`src/rtl/lkvt_pkg.sv`:
```
// shared types and constants for the linear key/value table
// no dependencies; imported by every other file in rtl
package lkvt_pkg;

    // fixed widths of the item fields at the ports
    localparam int KIND_W    = 3;
    localparam int KEY_IN_W  = 32;
    localparam int VAL_IN_W  = 32;
    localparam int SLOT_W    = 8;
    localparam int STATUS_W  = 2;
    localparam int COUNT_W   = 9;

    // defaults for the top level parameters
    localparam int CAPACITY_DEF    = 256;
    localparam int KEY_WIDTH_DEF   = 32;
    localparam int VALUE_WIDTH_DEF = 32;

    typedef enum logic [KIND_W-1:0] {
        KIND_INSERT      = 3'd0,
        KIND_LOOKUP      = 3'd1,
        KIND_REMOVE_KEY  = 3'd2,
        KIND_READ_SLOT   = 3'd3,
        KIND_REMOVE_SLOT = 3'd4
    } t_kind;

    typedef enum logic [STATUS_W-1:0] {
        STAT_OK        = 2'd0,
        STAT_NOT_FOUND = 2'd1,
        STAT_FULL      = 2'd2,
        STAT_RANGE     = 2'd3
    } t_status;

    typedef enum logic [2:0] {
        ST_IDLE,
        ST_DISPATCH,
        ST_SCAN,
        ST_SLOT_WAIT,
        ST_MOVE_RD,
        ST_MOVE_WR,
        ST_RESULT
    } t_state;

    // one result item as it leaves the sequencer
    typedef struct packed {
        t_status               status;
        logic                  found;
        logic [KEY_IN_W-1:0]   key_out;
        logic [VAL_IN_W-1:0]   value_out;
        logic [COUNT_W-1:0]    count;
        logic                  empty_res;
    } t_result;

endpackage

```
`src/rtl/lkvt_seq.sv`:
```
// request sequencer: decodes an item, scans slots through the shared key compare,
// moves the last pair into a freed slot and holds the entry count; uses lkvt_pkg
module lkvt_seq
    import lkvt_pkg::*;
#(
    parameter int CAPACITY    = CAPACITY_DEF,
    parameter int KEY_WIDTH   = KEY_WIDTH_DEF,
    parameter int VALUE_WIDTH = VALUE_WIDTH_DEF,
    localparam int AW   = $clog2(CAPACITY),
    localparam int KS_W = (KEY_WIDTH < KEY_IN_W) ? KEY_WIDTH : KEY_IN_W,
    localparam int VS_W = (VALUE_WIDTH < VAL_IN_W) ? VALUE_WIDTH : VAL_IN_W
) (
    input  logic                 i_clk,
    input  logic                 i_rst_n,
    // request channel
    input  logic                 i_in_valid,
    output logic                 o_in_stall,
    input  logic [KIND_W-1:0]    i_kind,
    input  logic [KEY_IN_W-1:0]  i_key_in,
    input  logic [VAL_IN_W-1:0]  i_value_in,
    input  logic [SLOT_W-1:0]    i_slot_in,
    // storage port
    output logic                 o_we,
    output logic [AW-1:0]        o_waddr,
    output logic [KS_W+VS_W-1:0] o_wdata,
    output logic [AW-1:0]        o_raddr,
    input  logic [KS_W+VS_W-1:0] i_rdata,
    // result handoff
    output logic                 o_res_valid,
    input  logic                 i_res_ready,
    output t_result              o_res
);

    localparam int CW = $clog2(CAPACITY + 1);
    localparam int SW = (CW > SLOT_W) ? CW : SLOT_W;

    t_state            r_state, n_state;
    logic [CW-1:0]     r_count, n_count;
    logic [CW-1:0]     r_issue, n_issue;
    logic              r_pend, n_pend;
    logic [AW-1:0]     r_pend_idx, n_pend_idx;
    logic [AW-1:0]     r_hit_idx, n_hit_idx;
    t_kind             r_kind, n_kind;
    logic [KS_W-1:0]   r_key, n_key;
    logic [VS_W-1:0]   r_val, n_val;
    logic [SLOT_W-1:0] r_slot, n_slot;
    t_status           r_status, n_status;
    logic              r_found, n_found;
    logic [KEY_IN_W-1:0] r_kout, n_kout;
    logic [VAL_IN_W-1:0] r_vout, n_vout;

    logic              accept;
    logic              full;
    logic              slot_bad;
    logic [AW-1:0]     slot_addr;
    logic [CW-1:0]     last_cnt;
    logic [KS_W-1:0]   rd_key;
    logic [VS_W-1:0]   rd_val;
    logic              scan_hit;
    logic              scan_miss;
    logic              issue_more;

    assign accept     = i_in_valid && !o_in_stall;
    assign full       = (r_count == CW'(CAPACITY));
    assign slot_bad   = (SW'(r_slot) >= SW'(r_count));
    assign slot_addr  = AW'(r_slot);
    assign last_cnt   = r_count - CW'(1);
    assign rd_key     = i_rdata[KS_W+VS_W-1:VS_W];
    assign rd_val     = i_rdata[VS_W-1:0];
    // shared compare: data read last cycle against the wanted key
    assign scan_hit   = r_pend && (rd_key == r_key);
    assign issue_more = (r_issue < r_count);
    assign scan_miss  = !r_pend && !issue_more;

    // next state
    always_comb begin
        n_state = r_state;
        unique case (r_state)
            ST_IDLE: begin
                if (accept) begin
                    n_state = ST_DISPATCH;
                end
            end
            ST_DISPATCH: begin
                unique case (r_kind)
                    KIND_LOOKUP, KIND_REMOVE_KEY: n_state = ST_SCAN;
                    KIND_READ_SLOT, KIND_REMOVE_SLOT: begin
                        n_state = slot_bad ? ST_RESULT : ST_SLOT_WAIT;
                    end
                    default: n_state = ST_RESULT;
                endcase
            end
            ST_SCAN: begin
                if (scan_hit) begin
                    n_state = (r_kind == KIND_REMOVE_KEY) ? ST_MOVE_RD : ST_RESULT;
                end else if (scan_miss) begin
                    n_state = ST_RESULT;
                end
            end
            ST_SLOT_WAIT: begin
                n_state = (r_kind == KIND_REMOVE_SLOT) ? ST_MOVE_RD : ST_RESULT;
            end
            ST_MOVE_RD: n_state = ST_MOVE_WR;
            ST_MOVE_WR: n_state = ST_RESULT;
            ST_RESULT: begin
                if (i_res_ready) begin
                    n_state = ST_IDLE;
                end
            end
            default: n_state = ST_IDLE;
        endcase
    end

    // datapath and storage control
    always_comb begin
        n_count    = r_count;
        n_issue    = r_issue;
        n_pend     = r_pend;
        n_pend_idx = r_pend_idx;
        n_hit_idx  = r_hit_idx;
        n_kind     = r_kind;
        n_key      = r_key;
        n_val      = r_val;
        n_slot     = r_slot;
        n_status   = r_status;
        n_found    = r_found;
        n_kout     = r_kout;
        n_vout     = r_vout;
        o_we       = 1'b0;
        o_waddr    = AW'(r_count);
        o_wdata    = {r_key, r_val};
        o_raddr    = AW'(r_issue);
        o_res_valid = 1'b0;

        unique case (r_state)
            ST_IDLE: begin
                if (accept) begin
                    n_kind = t_kind'(i_kind);
                    n_key  = i_key_in[KS_W-1:0];
                    n_val  = i_value_in[VS_W-1:0];
                    n_slot = i_slot_in;
                end
            end
            ST_DISPATCH: begin
                n_status  = STAT_OK;
                n_found   = 1'b0;
                n_kout    = '0;
                n_vout    = '0;
                n_issue   = '0;
                n_pend    = 1'b0;
                n_hit_idx = slot_addr;
                // read at slot issues its read now, data comes back next cycle
                o_raddr   = slot_addr;
                unique case (r_kind)
                    KIND_INSERT: begin
                        if (full) begin
                            n_status = STAT_FULL;
                        end else begin
                            o_we    = 1'b1;
                            n_count = r_count + CW'(1);
                        end
                    end
                    KIND_READ_SLOT, KIND_REMOVE_SLOT: begin
                        if (slot_bad) begin
                            n_status = STAT_RANGE;
                        end
                    end
                    default: ;
                endcase
            end
            ST_SCAN: begin
                if (scan_hit) begin
                    n_found   = 1'b1;
                    n_kout    = KEY_IN_W'(rd_key);
                    n_vout    = VAL_IN_W'(rd_val);
                    n_hit_idx = r_pend_idx;
                end else if (scan_miss) begin
                    n_status = STAT_NOT_FOUND;
                end else begin
                    // one slot read per cycle, compared once its registered read data returns
                    n_pend     = issue_more;
                    n_pend_idx = AW'(r_issue);
                    if (issue_more) begin
                        n_issue = r_issue + CW'(1);
                    end
                end
            end
            ST_SLOT_WAIT: begin
                n_found = 1'b1;
                n_kout  = KEY_IN_W'(rd_key);
                n_vout  = VAL_IN_W'(rd_val);
            end
            ST_MOVE_RD: begin
                o_raddr = AW'(last_cnt);
            end
            ST_MOVE_WR: begin
                // last pair fills the freed slot
                o_we    = 1'b1;
                o_waddr = r_hit_idx;
                o_wdata = i_rdata;
                n_count = last_cnt;
            end
            ST_RESULT: begin
                o_res_valid = 1'b1;
            end
            default: ;
        endcase
    end

    assign o_in_stall = (r_state != ST_IDLE);

    always_comb begin
        o_res.status    = r_status;
        o_res.found     = r_found;
        o_res.key_out   = r_kout;
        o_res.value_out = r_vout;
        o_res.count     = COUNT_W'(r_count);
        o_res.empty_res = (r_count == '0);
    end

    always_ff @(posedge i_clk) begin
        if (!i_rst_n) begin
            r_state <= ST_IDLE;
            r_count <= '0;
        end else begin
            r_state <= n_state;
            r_count <= n_count;
        end
    end

    always_ff @(posedge i_clk) begin
        r_issue    <= n_issue;
        r_pend     <= n_pend;
        r_pend_idx <= n_pend_idx;
        r_hit_idx  <= n_hit_idx;
        r_kind     <= n_kind;
        r_key      <= n_key;
        r_val      <= n_val;
        r_slot     <= n_slot;
        r_status   <= n_status;
        r_found    <= n_found;
        r_kout     <= n_kout;
        r_vout     <= n_vout;
    end

endmodule

```
`config.mk`:
```
export PLATFORM = sky130hd
export DESIGN_NAME = lkvt_seq
export DESIGN_NICKNAME = d
export VERILOG_FILES = /design/src/rtl/lkvt_pkg.sv /design/src/rtl/lkvt_seq.sv
export SDC_FILE = /design/constraint.sdc
export NUM_CORES = 1
export LEC_CHECK = 0
export CAP_MARGIN = 20
export CORE_UTILIZATION = 58
export DETAILED_ROUTE_END_ITERATION = 8
export DONT_BUFFER_PORTS = 1
export HOLD_SLACK_MARGIN = 0.15
export PLACE_DENSITY = 0.76
export SYNTH_ARGS = -nofsm -noshare
export SYNTH_HDL_FRONTEND = slang
export SYNTH_SLANG_ARGS = --single-unit
```
`constraint.sdc`:
```
create_clock -name i_clk -period 4.9 [get_ports i_clk]
set_input_delay 0.49 -clock i_clk [delete_from_list [all_inputs] [get_ports i_clk]]
set_output_delay 0.49 -clock i_clk [all_outputs]
set_load 0.01 [all_outputs]
```
==> results.cfg <==
[run_status]
outcome = complete, no violations

[synthesis]
synthesized_area_per_cell_sq_um = 10.82
netlist_area_sq_um = 8631
yosys_warnings = 0
mappedNetlistNets = 961
portion_of_the_post_synthesis_area_used_by_sequential_elements_pct = 61.24
synth-edff-count = 168
async_reset_ff_share_pct = 0
synthDistinctLibCells = 52
syn-instance-count = 798
yosys_most_used_dff = edfxtp_1
ys_seq_elements = 180

[pwr]
power.sequential.fraction_pct = 46.5
netSwitchingPower_w = 0.002109
ir_worst_vdd_mv = 0.4705
cellInternalPower_w = 0.003675
combPwrFrac_pct = 28.0
leakagePower_nw = 3.862
switching_share_pct = 36.46
powerDensity_nw_per_um2 = 569.1
p_clk_share_pct = 25.5

[worst_hold_path]
worst_hold_endpoint = r_state[1]
type_of_the_worst_min_delay_path = primary input to register
hold_path.startpoint = i_rst_n
timing.hold.worst_path_depth = 1

[cts]
numClockSinks = 180
tritoncts = done
postCtsHoldBufs = 75
path_clk_slew_ns = 0.07
cts-buffers-inserted = 17
clock_path_buffers = 2
clk_latency_worst_skew_pair_ns = 0.43
cts_setup_buffers = 0
clock_tree.htree_level_count = 4
cts_resized = 0
root_buffer = clkbuf_16

[global_routing]
first_global_vias = 6101
antenna_found_initial = 0
grt_start_max_net_pins = 76
globalRouteTotalUtil_pct = 29.97
grt-ovfl-total = 0
grt_pass1_wl_mm = 33.53

[setup_path]
cp_data_required_time_ns = 4.41
r2r.worst_path.cells = 6
setup.worst_path.class = register to output pin
timing.critical_path.slowest_cell_delay_ns = 0.87
timing.rr.end = r_vout[16]
reg2reg_setup_slack_ns = 1.66
cp_common_cell = nand2_1
r2r-start = r_key[26]
critical_path.endpoint_type = output pin
critical_path.max_fanout = 46
cp_cell_sequence = and2_2 > buf_4 > nand2_1 > nand2_1
timing.critical_path.arrival_ns = 2.95
cp_slowest_cell = and2_2
startpoint_type = register

[die]
floorplan.initialDensity_pct = 59.38
i_o_pin_cnt = 303
dieHeight_microns = 124.0
floorplan.die_area_sq_um = 15370
die_w_microns = 124.0
floorplan.rows = 44
floorplan.core_area_sq_um = 14530

[drt]
routed_wire_length_per_instance_microns = 21.97
post_drt_via_cell_ratio = 6.057
drt-total-wl_mm = 23.22
vias = 6402
detailed_route_drc_error_count = 0
ant_nets = 0
drt_iter0_drc = 576
drt_pass1_iterations = 5

[finish]
antenna_cells = 0
final_area_sq_um = 10160
final_cell_mix = nand2_1 (241), edfxtp_1 (168), dlygate4sd3_1 (75)
final_nets = 1023
drive_gt1_share_pct = 5.956
final_common_cell = nand2_1
final.fill_count = 1007
syn_to_final_growth_pct = 17.76

[timing]
post-route-period-util_pct = 70.13
setup_viol = 0
fin_worst_skew_ns = 0.009423
setup_slack_after_layout_ns = 1.464
max_slew_margin_pct = 32.21
drv_slew = 0
final_hold_viol_count = 0
rsz0062_at_grt = no
final.setup.tns_ns = 0
max_freq_mhz = 291.0
max_slew.worst_pin.slew_ns = 1.017
hold-worst-slack_ns = 0.1952
fin_crit_ns = 3.436

[place]
place.port_buffers = 0
dpl.hpwl_mm = 15.84
pre_cts_ws_ns = 1.787
postPlaceCellArea_sq_um = 8772
place.gp.congestion = 0.9203

[run]
timing.max_cap.violations = 0
stage by stage:
| stage | utilization [%] | power [W] | instances |
|---|---|---|---|
| 2_1_floorplan | - | 0.003789 | 798 |
| 3_3_place_gp | 60.36 | 0.004173 | 950 |
| 3_5_place_dp | 60.36 | 0.004246 | 950 |
| 4_1_cts | 69.93 | 0.005772 | 1057 |
| 5_1_grt | 69.93 | 0.006058 | 1057 |
| 6_report | 69.93 | 0.005784 | 1057 |
routing by layer:
metal / part of all wire [%] / global-route usage (%) / wire (microns) / vias up
li1: - / - / - / 2884
met1: 37 / 34.85 / 8488 / 3040
met2: 50 / 51.15 / 11560 / 395
met3: 9.7 / 7.921 / 2257 / 83
met4: 4.0 / 14.96 / 919 / 0
met5: 0 / 0 / 0 / -
cells in the mapped netlist (4+ instances only):
library cell  count  area [sq um]
a211oi_1          4         30.03
a21oi_1          18         90.09
and2_1           67         419.2
and3_1            6         37.54
buf_2             7         35.03
clkbuf_1         28         105.1
dfxtp_1          12         240.2
edfxtp_1        168          5045
ha_1             20         250.2
inv_1            18         67.56
mux2i_1           4         40.04
nand2_1         242         908.4
nand2b_1          4         25.02
nand3_1          14         70.07
nand4_1           6         37.54
nor2_1           34         127.6
nor3_1           11         55.05
nor4_1           11         68.82
o21ai_0          23         115.1
o32ai_1           4         35.03
xnor2_1          20         175.2
xor2_1           28         245.2
critical path: cells and delay by family (launching register included):
| family | cells | cell delay [ns] |
|---|---|---|
| and+or+nand+nor | 3 | 1.18 |
| buffers and inverters | 1 | 0.55 |
| DFF | 1 | 0.77 |
kinds of logic (layout without fill, tap and decap cells):
family | after synthesis | after routing | synth area share, %
simple gates | 410 | 410 | 21.79
flops | 180 | 180 | 61.24
compound gates | 78 | 78 | 5.900
buf+inv | 58 | 133 | 2.841
xor+xnor | 48 | 48 | 4.871
fa+ha+maj | 20 | 20 | 2.899
mux | 4 | 4 | 0.4639
how the worst max path moves through the flow:
stage / cells after the start / to / startpoint / slack (ns)
3_3_place_gp: 6 / r_vout[28] / i_rdata[58] / 1.86
6_report: 4 / o_wdata[31] / r_state[2] / 1.46
3_5_place_dp: 6 / r_vout[27] / i_rdata[58] / 1.79
5_1_grt: 4 / o_wdata[31] / r_state[2] / 1.24
2_1_floorplan: 3 / r_key[0] / r_state[1] / 0.25
4_1_cts: 4 / o_wdata[31] / r_state[2] / 1.44
layout make-up:
type / count / area (sq um) / share of cell area (%)
clock buffers: 17 / 425.4 / 4.186
multi-input cells: 560 / 3120 / 30.70
inverters: 19 / 71.32 / 0.7017
well taps: 184 / 230.2 / 2.265
repair buffers: 82 / 815.8 / 8.027
flip-flops and latches: 180 / 5285 / 52.00
clock inverters: 15 / 215.2 / 2.117
power by group through the flow:
stage	clock, W	combinational, W	sequential, W
after floorplan	0	0.00118	0.00261
after global placement	0	0.00149	0.00268
after detailed placement	0	0.00154	0.00271
after CTS	0.00149	0.00160	0.00268
after global routing	0.00155	0.00177	0.00274
final	0.00148	0.00162	0.00269
state kept, by name, summed over array words and instances, names as in the netlist, 3 cells and up:
register	flops
r_count	9
r_hit_idx	8
r_issue	9
r_key	32
r_kind	3
r_kout	32
r_pend_idx	8
r_slot	8
r_state	3
r_val	32
r_vout	32
Power figures use the tool's default switching activity.
